### config.mk
export PLATFORM = sky130hd
export DESIGN_NAME = afdn_refine
export DESIGN_NICKNAME = d
export VERILOG_FILES = /design/src/rtl/afdn_pkg.sv /design/src/rtl/afdn_refine.sv
export SDC_FILE = /design/constraint.sdc
export NUM_CORES = 2
export LEC_CHECK = 0
export ABC_CLOCK_PERIOD_IN_PS = 48100
export BUFFER_PORTS_ARGS = -buffer_cell sky130_fd_sc_hd__buf_2
export CAP_MARGIN = 20
export CELL_PAD_IN_SITES_DETAIL_PLACEMENT = 0
export CELL_PAD_IN_SITES_GLOBAL_PLACEMENT = 1
export CORE_MARGIN = 10
export CORE_UTILIZATION = 50
export DETAILED_ROUTE_END_ITERATION = 8
export GPL_TIMING_DRIVEN = 0
export PLACE_DENSITY_LB_ADDON = 0.1
export SYNTH_ARGS = -nofsm -noshare
export SYNTH_HDL_FRONTEND = slang
export SYNTH_SLANG_ARGS = --single-unit
### constraint.sdc
create_clock -name clk_i -period 48.1 [get_ports clk_i]
set_clock_uncertainty 0.2 [all_clocks]
set_input_delay 9.62 -clock clk_i [delete_from_list [all_inputs] [get_ports clk_i]]
set_output_delay 9.62 -clock clk_i [all_outputs]
set_load 0.01 [all_outputs]
### src/rtl/afdn_pkg.sv
// Types, constants and pipeline stage functions for the approximate float divider.
`timescale 1ns / 1ps

package afdn_pkg;

  // Number of refinement passes after the seed
  localparam int unsigned REFINE_STEPS = 3;
  // Register stages in one refinement pass
  localparam int unsigned STEP_STAGES  = 13;

  localparam logic [31:0] SEED_MAGIC  = 32'h3F7A_3BEA;
  localparam logic [31:0] DEFAULT_NAN = 32'hFFC0_0000;
  localparam logic [31:0] QNAN_BIT    = 32'h0040_0000;

  // Operands travelling alongside the arithmetic
  typedef struct packed {
    logic [31:0] a;
    logic [31:0] b;
    logic [31:0] r;
  } item_t;

  // Common input of the final rounding stage
  typedef struct packed {
    logic        special;
    logic [31:0] spec_val;
    logic        sign;
    logic        ovf;
    logic [7:0]  ef;
    logic [23:0] m;
    logic        g;
    logic        s;
  } rnd_t;

  typedef struct packed {
    logic               special;
    logic [31:0]        spec_val;
    logic               sign;
    logic signed [9:0]  ea;
    logic signed [9:0]  eb;
    logic [23:0]        ma;
    logic [23:0]        mb;
  } mul_s1_t;

  typedef struct packed {
    logic               special;
    logic [31:0]        spec_val;
    logic               sign;
    logic signed [9:0]  e;
    logic [47:0]        p;
  } mul_s2_t;

  typedef struct packed {
    logic        special;
    logic [31:0] spec_val;
    logic        sign;
    logic        eff_sub;
    logic [7:0]  ex;
    logic [7:0]  d;
    logic [23:0] mx;
    logic [23:0] my;
  } add_s1_t;

  typedef struct packed {
    logic        special;
    logic [31:0] spec_val;
    logic        sign;
    logic        eff_sub;
    logic [7:0]  ex;
    logic [27:0] sum;
  } add_s2_t;

  // Leading zero count of a 27-bit word
  function automatic logic [4:0] lzc27(logic [26:0] v);
    logic [4:0] cnt;
    logic       found;
    cnt   = 5'd0;
    found = 1'b0;
    for (int i = 26; i >= 0; i--) begin
      if (!found) begin
        if (v[i]) begin
          found = 1'b1;
        end else begin
          cnt = cnt + 5'd1;
        end
      end
    end
    return cnt;
  endfunction

  // Unpack one multiplier operand, subnormals pre-normalised
  function automatic logic [33:0] mul_operand(logic [31:0] x);
    logic [4:0]        lz;
    logic [23:0]       m;
    logic signed [9:0] e;
    if (x[30:23] != 8'd0) begin
      m = {1'b1, x[22:0]};
      e = $signed({2'b00, x[30:23]}) - 10'sd127;
    end else begin
      lz = lzc27({1'b0, x[22:0], 3'b111});
      m  = {1'b0, x[22:0]} << lz;
      e  = -10'sd126 - $signed({5'b00000, lz});
    end
    return {e, m};
  endfunction

  // Multiply stage 1: classify and unpack
  function automatic mul_s1_t mul_unpack(logic [31:0] x, logic [31:0] y);
    mul_s1_t o;
    logic    x_nan, y_nan, x_inf, y_inf, x_zero, y_zero;
    logic [33:0] ux, uy;
    x_nan  = (&x[30:23]) && (|x[22:0]);
    y_nan  = (&y[30:23]) && (|y[22:0]);
    x_inf  = (&x[30:23]) && !(|x[22:0]);
    y_inf  = (&y[30:23]) && !(|y[22:0]);
    x_zero = (x[30:0] == 31'd0);
    y_zero = (y[30:0] == 31'd0);
    ux     = mul_operand(x);
    uy     = mul_operand(y);
    o.sign     = x[31] ^ y[31];
    o.special  = 1'b1;
    o.spec_val = 32'd0;
    if (x_nan) begin
      o.spec_val = x | QNAN_BIT;
    end else if (y_nan) begin
      o.spec_val = y | QNAN_BIT;
    end else if ((x_inf && y_zero) || (x_zero && y_inf)) begin
      o.spec_val = DEFAULT_NAN;
    end else if (x_inf || y_inf) begin
      o.spec_val = {o.sign, 8'hFF, 23'd0};
    end else if (x_zero || y_zero) begin
      o.spec_val = {o.sign, 31'd0};
    end else begin
      o.special = 1'b0;
    end
    o.ea = $signed(ux[33:24]);
    o.ma = ux[23:0];
    o.eb = $signed(uy[33:24]);
    o.mb = uy[23:0];
    return o;
  endfunction

  // Multiply stage 2: mantissa product and exponent sum
  function automatic mul_s2_t mul_product(mul_s1_t i);
    mul_s2_t o;
    o.special  = i.special;
    o.spec_val = i.spec_val;
    o.sign     = i.sign;
    o.e        = i.ea + i.eb;
    o.p        = i.ma * i.mb;
    return o;
  endfunction

  // Multiply stage 3: normalise, denormalise on underflow, collect sticky
  function automatic rnd_t mul_norm(mul_s2_t i);
    rnd_t              o;
    logic [47:0]       p;
    logic signed [9:0] be;
    logic signed [9:0] shv;
    logic [5:0]        sh;
    logic              st;
    st = 1'b0;
    if (i.p[47]) begin
      p  = i.p;
      be = i.e + 10'sd128;
    end else begin
      p  = {i.p[46:0], 1'b0};
      be = i.e + 10'sd127;
    end
    o.ovf = (be > 10'sd254);
    o.ef  = be[7:0];
    if (be < 10'sd1) begin
      shv  = 10'sd1 - be;
      o.ef = 8'd0;
      if (shv > 10'sd47) begin
        st = |p;
        p  = 48'd0;
      end else begin
        sh = shv[5:0];
        st = |(p & ((48'd1 << sh) - 48'd1));
        p  = p >> sh;
      end
    end
    o.special  = i.special;
    o.spec_val = i.spec_val;
    o.sign     = i.sign;
    o.m        = p[47:24];
    o.g        = p[23];
    o.s        = (|p[22:0]) | st;
    return o;
  endfunction

  // Add stage 1: classify, order by magnitude, exponent difference
  function automatic add_s1_t add_unpack(logic [31:0] x, logic [31:0] y, logic neg);
    add_s1_t     o;
    logic [31:0] yy, big, sml;
    logic        x_nan, y_nan, x_inf, y_inf;
    logic [7:0]  eb, es;
    yy    = {y[31] ^ neg, y[30:0]};
    x_nan = (&x[30:23]) && (|x[22:0]);
    y_nan = (&y[30:23]) && (|y[22:0]);
    x_inf = (&x[30:23]) && !(|x[22:0]);
    y_inf = (&y[30:23]) && !(|y[22:0]);
    o.special  = 1'b1;
    o.spec_val = 32'd0;
    if (x_nan) begin
      o.spec_val = x | QNAN_BIT;
    end else if (y_nan) begin
      o.spec_val = y | QNAN_BIT;
    end else if (x_inf && y_inf && (x[31] != yy[31])) begin
      o.spec_val = DEFAULT_NAN;
    end else if (x_inf) begin
      o.spec_val = x;
    end else if (y_inf) begin
      o.spec_val = yy;
    end else begin
      o.special = 1'b0;
    end
    if (x[30:0] >= yy[30:0]) begin
      big = x;
      sml = yy;
    end else begin
      big = yy;
      sml = x;
    end
    eb        = (big[30:23] == 8'd0) ? 8'd1 : big[30:23];
    es        = (sml[30:23] == 8'd0) ? 8'd1 : sml[30:23];
    o.sign    = big[31];
    o.eff_sub = x[31] ^ yy[31];
    o.ex      = eb;
    o.d       = eb - es;
    o.mx      = {|big[30:23], big[22:0]};
    o.my      = {|sml[30:23], sml[22:0]};
    return o;
  endfunction

  // Add stage 2: align the smaller operand and add or subtract
  function automatic add_s2_t add_align(add_s1_t i);
    add_s2_t     o;
    logic [26:0] ys, x27, y27;
    logic        st;
    ys = {i.my, 3'b000};
    if (i.d > 8'd26) begin
      st = |ys;
      ys = 27'd0;
    end else begin
      st = |(ys & ((27'd1 << i.d[4:0]) - 27'd1));
      ys = ys >> i.d[4:0];
    end
    y27 = {ys[26:1], ys[0] | st};
    x27 = {i.mx, 3'b000};
    o.special  = i.special;
    o.spec_val = i.spec_val;
    o.sign     = i.sign;
    o.eff_sub  = i.eff_sub;
    o.ex       = i.ex;
    o.sum      = i.eff_sub ? ({1'b0, x27} - {1'b0, y27}) : ({1'b0, x27} + {1'b0, y27});
    return o;
  endfunction

  // Add stage 3: normalise the sum, bounded by the minimum exponent
  function automatic rnd_t add_norm(add_s2_t i);
    rnd_t        o;
    logic [26:0] n;
    logic [8:0]  ef9;
    logic [4:0]  lz;
    logic [7:0]  lim, sh;
    if (i.sum[27]) begin
      n   = {i.sum[27:2], i.sum[1] | i.sum[0]};
      ef9 = {1'b0, i.ex} + 9'd1;
    end else begin
      lz  = lzc27(i.sum[26:0]);
      lim = i.ex - 8'd1;
      sh  = ({3'b000, lz} < lim) ? {3'b000, lz} : lim;
      n   = i.sum[26:0] << sh;
      ef9 = {1'b0, i.ex} - {1'b0, sh};
      if (!n[26]) begin
        ef9 = 9'd0;
      end
    end
    o.special  = i.special;
    o.spec_val = i.spec_val;
    o.sign     = (i.sum == 28'd0) ? (i.sign & ~i.eff_sub) : i.sign;
    o.ovf      = (ef9 > 9'd254);
    o.ef       = ef9[7:0];
    o.m        = n[26:3];
    o.g        = n[2];
    o.s        = |n[1:0];
    return o;
  endfunction

  // Final stage: round to nearest even and pack
  function automatic logic [31:0] round_pack(rnd_t i);
    logic [30:0] mag;
    logic        inc;
    inc = i.g & (i.s | i.m[0]);
    mag = {i.ef, i.m[22:0]} + {30'd0, inc};
    if (i.special) begin
      return i.spec_val;
    end else if (i.ovf) begin
      return {i.sign, 8'hFF, 23'd0};
    end else begin
      return {i.sign, mag};
    end
  endfunction

endpackage

### src/rtl/afdn_refine.sv
// One pipelined refinement pass: r <- r - seed(r * b - a).
`timescale 1ns / 1ps

module afdn_refine import afdn_pkg::*; (
  input  logic  clk_i,
  input  logic  rst_ni,
  input  logic  en_i,
  input  logic  valid_i,
  input  item_t item_i,
  output logic  valid_o,
  output item_t item_o
);

  logic [STEP_STAGES-1:0] vld_q;
  item_t                  ctx_q [STEP_STAGES];

  mul_s1_t     m1_q;
  mul_s2_t     m2_q;
  rnd_t        m3_q;
  logic [31:0] prod_q;
  add_s1_t     f1_q;
  add_s2_t     f2_q;
  rnd_t        f3_q;
  logic [31:0] f_q;
  logic [31:0] s_q;
  add_s1_t     n1_q;
  add_s2_t     n2_q;
  rnd_t        n3_q;
  logic [31:0] r_q;

  // Valid bits move with the beats
  always_ff @(posedge clk_i or negedge rst_ni) begin
    if (!rst_ni) begin
      vld_q <= '0;
    end else if (en_i) begin
      vld_q <= {vld_q[STEP_STAGES-2:0], valid_i};
    end
  end

  // Operand carry line
  always_ff @(posedge clk_i) begin
    if (en_i) begin
      ctx_q[0] <= item_i;
      for (int i = 1; i < STEP_STAGES; i++) begin
        ctx_q[i] <= ctx_q[i-1];
      end
    end
  end

  // Arithmetic: product, residual, correction, update
  always_ff @(posedge clk_i) begin
    if (en_i) begin
      m1_q   <= mul_unpack(item_i.r, item_i.b);
      m2_q   <= mul_product(m1_q);
      m3_q   <= mul_norm(m2_q);
      prod_q <= round_pack(m3_q);
      f1_q   <= add_unpack(prod_q, ctx_q[3].a, 1'b1);
      f2_q   <= add_align(f1_q);
      f3_q   <= add_norm(f2_q);
      f_q    <= round_pack(f3_q);
      s_q    <= f_q - ctx_q[7].b + SEED_MAGIC;
      n1_q   <= add_unpack(ctx_q[8].r, s_q, 1'b1);
      n2_q   <= add_align(n1_q);
      n3_q   <= add_norm(n2_q);
      r_q    <= round_pack(n3_q);
    end
  end

  assign valid_o  = vld_q[STEP_STAGES-1];
  assign item_o.a = ctx_q[STEP_STAGES-1].a;
  assign item_o.b = ctx_q[STEP_STAGES-1].b;
  assign item_o.r = r_q;

endmodule

**After elaboration in Yosys (flattened, before gate mapping)**

Memories as Yosys holds them, arrays and structs flattened.
Cells that the tools add are included.

- Latch bits: 0
- Input port bits: 100
- Memories: 1
- Output and inout port bits: 97
- Memory bits (read-only): 0
- Logic and storage cells: 1172
- Register bits after elaboration: 879
- Memory bits (writable): 1248

Memory list:

| memory | depth | width | rd ports | clocked after memory_dff | wr ports | line | RTL |
|---|---|---|---|---|---|---|---|
| ctx_q | 13 | 96 | 13 | 0 | 13 | afdn_refine.sv:15 | `item_t ctx_q [STEP_STAGES];` |

- $mul: 1
- Reductions and logical operators: 68
- Bitwise gates (word level): 23
- Divide/modulo/power cells: 0
- Equal/unequal tests: 2
- Shift operators: 10
- Muxes and demuxes: 856
- Add/sub/neg operators: 126
- $lt $le $gt $ge: 11

Operators with widths:

| operator | number |
|---|---|
| $mux 5 | 398 |
| $mux 32 | 22 |
| $add 5x1->5 const B | 98 |
| $mux 1 | 396 |
| $mux 31 | 7 |
| $reduce_or 23->1 | 7 |
| $mux 47 | 3 |
| $mux 27 | 4 |
| $mux 26 | 4 |
| $mux 48 | 2 |
| $reduce_or 48->1 | 2 |
| $add 31x1->31 | 3 |
| $ge 31x31->1 | 2 |
| $logic_not 31->1 | 2 |
| $add 27x27->28 | 2 |
| $logic_not 28->1 | 2 |
| $mux 28 | 2 |
| $sub 27x27->28 | 2 |
| $and 27x27->27 | 2 |
| $mux 9 | 6 |
| $reduce_or 27->1 | 2 |
| $shl 1x5->27 const A | 2 |
| $shl 27x8->27 | 2 |
| $shr 27x5->27 | 2 |
| other kinds (44) | 123 |

**Logic depth before layout (Yosys ltp)**

- Word-level depth: 140
- Mapped depth: 86
- Mapped depth without buffers: 82

**Worst setup path after synthesis**

Ideal clock, no wire load.

- Kind: input-to-reg
- From: input port item_i[52] in the netlist's numbering
- To: register m1_q[22] in the netlist's numbering, data pin
- Path buffers: 3
- Library setup time: 267 ps
- Data arrival time: 22423 ps
- Stages: 74
- Slack: 25211 ps
- Required time: 47633 ps
- Cell sequence: clkbuf_1 -> nand2b_1 -> a21oi_1 -> inv_1 -> ha_1 -> or3b_2 -> a21oi_1 -> ha_1 -> mux2i_1 -> inv_1 -> ha_1 -> mux2i_1 -> o21ai_0 -> ha_1 -> mux2i_1 -> nand2_1 -> o2111ai_1 -> nand2_1 -> [38 not listed] -> ha_1 -> nand2_1 -> nand2_1 -> ha_1 -> mux2i_1 -> o21ai_0 -> ha_1 -> nor2b_1 -> a211oi_1 -> o31a_1 -> buf_2 -> clkbuf_1 -> a21oi_1 -> nand2_1 -> o221ai_1 -> mux2_2 -> a211oi_1 -> a21oi_1

- Word-level cells in the longest chain between the ends: 106
- Elaborated cells between the ends (all ways): 167
- Those cells by class: 20 x add/sub; 1 x shift; 146 x mux

Ends and longest elaborated chain:

| item | line | RTL |
|---|---|---|
| start: declaration | afdn_refine.sv:9 | `input item_t item_i,` |
| $mux 5 | afdn_pkg.sv:80 | `if (v[i]) begin` |
| $mux 5 | afdn_pkg.sv:79 | `if (!found) begin` |
| $mux 5 | afdn_pkg.sv:95 | `if (x[30:23] != 8'd0) begin` |
| $mux 5 | afdn_refine.sv:52 | `if (en_i) begin` |
| $add 5x1->5 | afdn_pkg.sv:83 | `cnt = cnt + 5'd1;` |
| $mux 5 | afdn_pkg.sv:80 |  |
| $mux 5 | afdn_pkg.sv:79 |  |
| $mux 5 | afdn_pkg.sv:95 |  |
| [90 not listed] | -- |  |
| $mux 5 | afdn_refine.sv:52 |  |
| $add 5x1->5 | afdn_pkg.sv:83 |  |
| $mux 5 | afdn_pkg.sv:80 |  |
| $mux 5 | afdn_pkg.sv:79 |  |
| $mux 5 | afdn_pkg.sv:95 |  |
| $mux 5 | afdn_refine.sv:52 |  |
| $shl 23x5->24 * | afdn_pkg.sv:100 | `m = {1'b0, x[22:0]} << lz;` |
| $mux 23 * | afdn_pkg.sv:95 |  |
| end signal: assignment | afdn_refine.sv:53 | `m1_q <= mul_unpack(item_i.r, item_i.b);` |
| end: declaration | afdn_refine.sv:17 | `mul_s1_t m1_q;` |

Mark *: on every way between the ends. The rest lies on a longest branch, timed or not. The select of a mux whose other input is x is not followed.
A chain may end at the register's enable or synchronous reset.

**Worst setup path in the final report**

- From: input port item_i[19] in the netlist's numbering
- To: register m1_q[40] in the netlist's numbering, data pin

- Word-level cells in the longest chain between the ends: 101
- Elaborated cells between the ends (all ways): 159
- Those cells by class: 19 x add/sub; 1 x shift; 139 x mux

Ends and longest elaborated chain:

| item | line |
|---|---|
| $mux 5 | afdn_pkg.sv:80 |
| $mux 5 | afdn_pkg.sv:79 |
| $mux 5 | afdn_pkg.sv:95 |
| $mux 5 | afdn_refine.sv:52 |
| $add 5x1->5 | afdn_pkg.sv:83 |
| $mux 5 | afdn_pkg.sv:80 |
| $mux 5 | afdn_pkg.sv:79 |
| $mux 5 | afdn_pkg.sv:95 |
| [85 not listed] | -- |
| $mux 5 | afdn_refine.sv:52 |
| $add 5x1->5 | afdn_pkg.sv:83 |
| $mux 5 | afdn_pkg.sv:80 |
| $mux 5 | afdn_pkg.sv:79 |
| $mux 5 | afdn_pkg.sv:95 |
| $mux 5 | afdn_refine.sv:52 |
| $shl 23x5->24 * | afdn_pkg.sv:100 |
| $mux 23 * | afdn_pkg.sv:95 |

Marked as above.

==> results.py <==
metrics = {
    "outcome": {
        "status": "complete, no violations",
    },
    "synthesis": {
        "synthCells": 9974,
        "synth_most_common_cell": "edfxtp_1",
        "ys_seq_area_share_pct": 51.4,
        "ys_types": 116,
        "syn-cell-area_sq_um": 117000,
        "yosysTopAreaCell": "edfxtp_1",
        "synth_seq_cells": 1997,
        "ys.warnings.count": 0,
        "ys_top_cells_by_count": "1,984 x edfxtp_1, 1,077 x nand2_1, 923 x inv_1, 603 x nor2_1, 547 x ha_1",
        "synth_top_flop_cell": "edfxtp_1",
        "synth_enable_flop_cells": 1984,
        "synthTopCellsByArea": "edfxtp_1 51%, fa_1 8.4%, ha_1 5.9%, nand2_1 3.5%, inv_1 3.0%",
        "async_flop_share_pct": 0.651,
        "avgSynthCellArea_sq_um": 11.7,
        "synth.top_cell.area_share_pct": 51.1,
    },
    "route": {
        "drc": 0,
        "ant_nets": 0,
        "drt_iter0_markers": 7406,
        "vias_per_cell": 5.80,
        "totalWireLength_um": 339000,
        "vias": 78913,
        "drt-pass1-iter-count": 6,
        "post_drt_wl_per_cell_um": 24.9,
    },
    "timing": {
        "finalCritPeriodShare_pct": 52.5,
        "setup_viol": 0,
        "finalCriticalPeriod_ns": 25.27,
        "tns_ns": 0,
        "rsz0062_at_grt": "no",
        "hold_violations": 0,
        "slew_headroom_pct": 18.5,
        "worst_pin_slew_ns": 1.21,
        "fmaxAchievable_ghz": 0.0396,
        "slew_viol_final": 0,
    },
    "die": {
        "initial_core_util_pct": 50.2,
        "design.die.area_sq_um": 253000,
        "fp.dieH_um": 503,
        "core.rowCount": 177,
        "coreArea_sq_um": 232000,
        "ioPinCount": 197,
        "fp.dieW_um": 503,
    },
    "critical_path": {
        "path_class": "input pin to flop",
        "end_kind": "flop",
        "rr_startpoint": "f2_q[23]",
        "cp.arrival_ns": 25.54,
        "cpMaxStageDelayCell": "o21ai_0",
        "crit_start": "item_i[19]",
        "crit_path_max_fanout": 10,
        "r2r_cells": 75,
        "cp-start-kind": "input pin",
        "rrSetupSlack_ns": 29.76,
        "slowest_delay_ns": 0.92,
        "worstReg2RegEnd": "f3_q[34]",
        "required_ns": 48.38,
        "crit_top_cell": "ha_1",
    },
    "power": {
        "clkPwrFrac_pct": 16.8,
        "switchingPower_mw": 3.87,
        "swShare_pct": 42.2,
        "pwr-share-comb_pct": 55.3,
        "seq_power_share_pct": 27.9,
        "powerDensity_nw_per_um2": 71.3,
        "p_leak_nw": 50.8,
        "total_power_mw": 9.16,
        "vdd_drop_max_uv": 212,
        "internal_power_mw": 5.29,
    },
    "finish": {
        "fillers": 19800,
        "multiInputGateArea_sq_um": 51400,
        "fin_nets": 11532,
        "register_area_sq_um": 59900,
        "synthToLayoutAreaGrowth_pct": 10.2,
        "drive_gt1_share_pct": 7.65,
    },
    "placement": {
        "place.gp.congestion": 0.962,
        "dpl.hpwl_um": 264000,
        "port_buffers": 196,
    },
    "global_routing": {
        "grtUsageTotal_pct": 26.4,
        "grt_pass1_vias": 77658,
        "grt_pass1_wl_um": 503000,
        "antenna_found_initial": 38,
        "grt_overflow_total": 0,
        "grt_max_degree": 190,
    },
    "clock_tree": {
        "cts-root-buf": "clkbuf_16",
        "cts_buffer_depth": 3,
        "cts_hold_buf": 0,
        "clock_latency_ns": 0.89,
        "cts_tree": "built",
        "cts-htree-levels": 4,
        "cts_resized": 0,
        "cts_setup_buffers": 0,
        "clock_sinks": 1997,
        "numCtsBuffers": 200,
        "clkTransAtPathRegs_ns": 0.06,
    },
    "hold_path": {
        "hp-start": "ctx_q[3][38]",
        "whs_path_depth": 0,
        "hold_path_end": "ctx_q[4][38]",
        "hold_class": "flop to flop",
    },
    "job": {
        "max_cap_viol_count": 0,
    },
}
-- flip-flops by register name (all words and copies together), names as in the netlist --
signal  count
ctx_q    1120
f1_q       99
f2_q       71
f3_q       68
f_q        32
m1_q      100
m2_q       92
m3_q       68
n1_q       99
n2_q       71
n3_q       68
prod_q     32
r_q        32
s_q        32
vld_q      13
-- power groups by stage --
stage,clock [mW],sequential (mW),combinational (mW)
detailed placement,0,2.58,5.03
global placement,0,2.69,5.00
finish,1.54,2.55,5.07
CTS,1.57,2.55,5.09
floorplan,0,2.47,3.65
global route,1.64,2.57,5.67
-- metal layers --
| metal | global-route usage (%) | part of all wire, % | up-vias |
|---|---|---|---|
| met4 | 7.03 | 2.9 | 14 |
| li1 | - | - | 36343 |
| met1 | 37.6 | 44 | 39287 |
| met3 | 4.58 | 7.2 | 514 |
| met2 | 42.1 | 46 | 2755 |
| met5 | 0 | 0.027 | - |
-- critical path, delay by kind of cell --
kind	cells	cell delay, ns
adder cells (fa/ha/maj)	19	5.90
AO/OA/AOI/OAI	25	4.73
multiplexers	11	1.95
AND/OR/NAND/NOR	17	1.75
buffers and inverters	9	1.59
-- worst max-delay path by stage --
stage / end / slack, ns / depth (start not counted)
6_report: m1_q[40] / 22.83 / 81
5_1_grt: m1_q[40] / 22.08 / 81
4_1_cts: m1_q[40] / 23.04 / 81
3_5_place_dp: m1_q[40] / 22.19 / 81
3_3_place_gp: vld_q[2] / 5.12 / 2
2_1_floorplan: m1_q[22] / 25.21 / 74
-- final cells by class --
cell class	instances	share of cell area, %
sequential	1997	46.7
multi-input combinational	6598	40.0
clock buffer	239	4.02
tap	3043	2.97
inverter	933	2.73
buffer	451	1.38
clock inverter	130	1.13
timing repair buffer	214	1.07
antenna	3	0.00585
-- kinds of logic after synthesis --
group	count (synthesis)	synth area share, %
flops	1997	51.4
mux	492	4.76
compound gates	1731	9.57
other cells	1	0.00322
buf+inv	1384	4.53
xor+xnor	453	3.61
simple gates	2866	11.7
fa+ha+maj	1050	14.4
-- cells in the final DEF, fill, tap and decap left out, drive strengths merged, types with 52 or more instances in the layout --
cell	count
o22ai	58
inv	943
nand2	1077
xnor2	300
o31ai	71
nor4	79
mux2	131
nand3	145
and3	52
fa	490
nand4	71
nor2b	134
a21oi	477
nor2	607
a21o	78
a31oi	65
a22o	146
ha	547
mux2i	327
nor3	150
xor2	141
o21ai	424
buf	296
nand2b	92
clkbuf	608
a211oi	83
and2	260
edfxtp	1984
or3	82
clkinv	98
-- through the flow --
step / setup WS [ns] / util (%) / hold WS (ns) / instances / instance area [sq um]
2_1_floorplan: 25.21 / - / 0.200 / 9979 / 117000
3_3_place_gp: 5.12 / 52.2 / 0.200 / 13218 / 121000
3_5_place_dp: 22.19 / 52.4 / 0.205 / 13234 / 122000
4_1_cts: 23.04 / 55.2 / 0.143 / 13603 / 128000
5_1_grt: 22.08 / 55.2 / 0.145 / 13605 / 128000
6_report: 22.83 / 55.2 / 0.145 / 13608 / 128000
(Power assumes the default switching activity.)
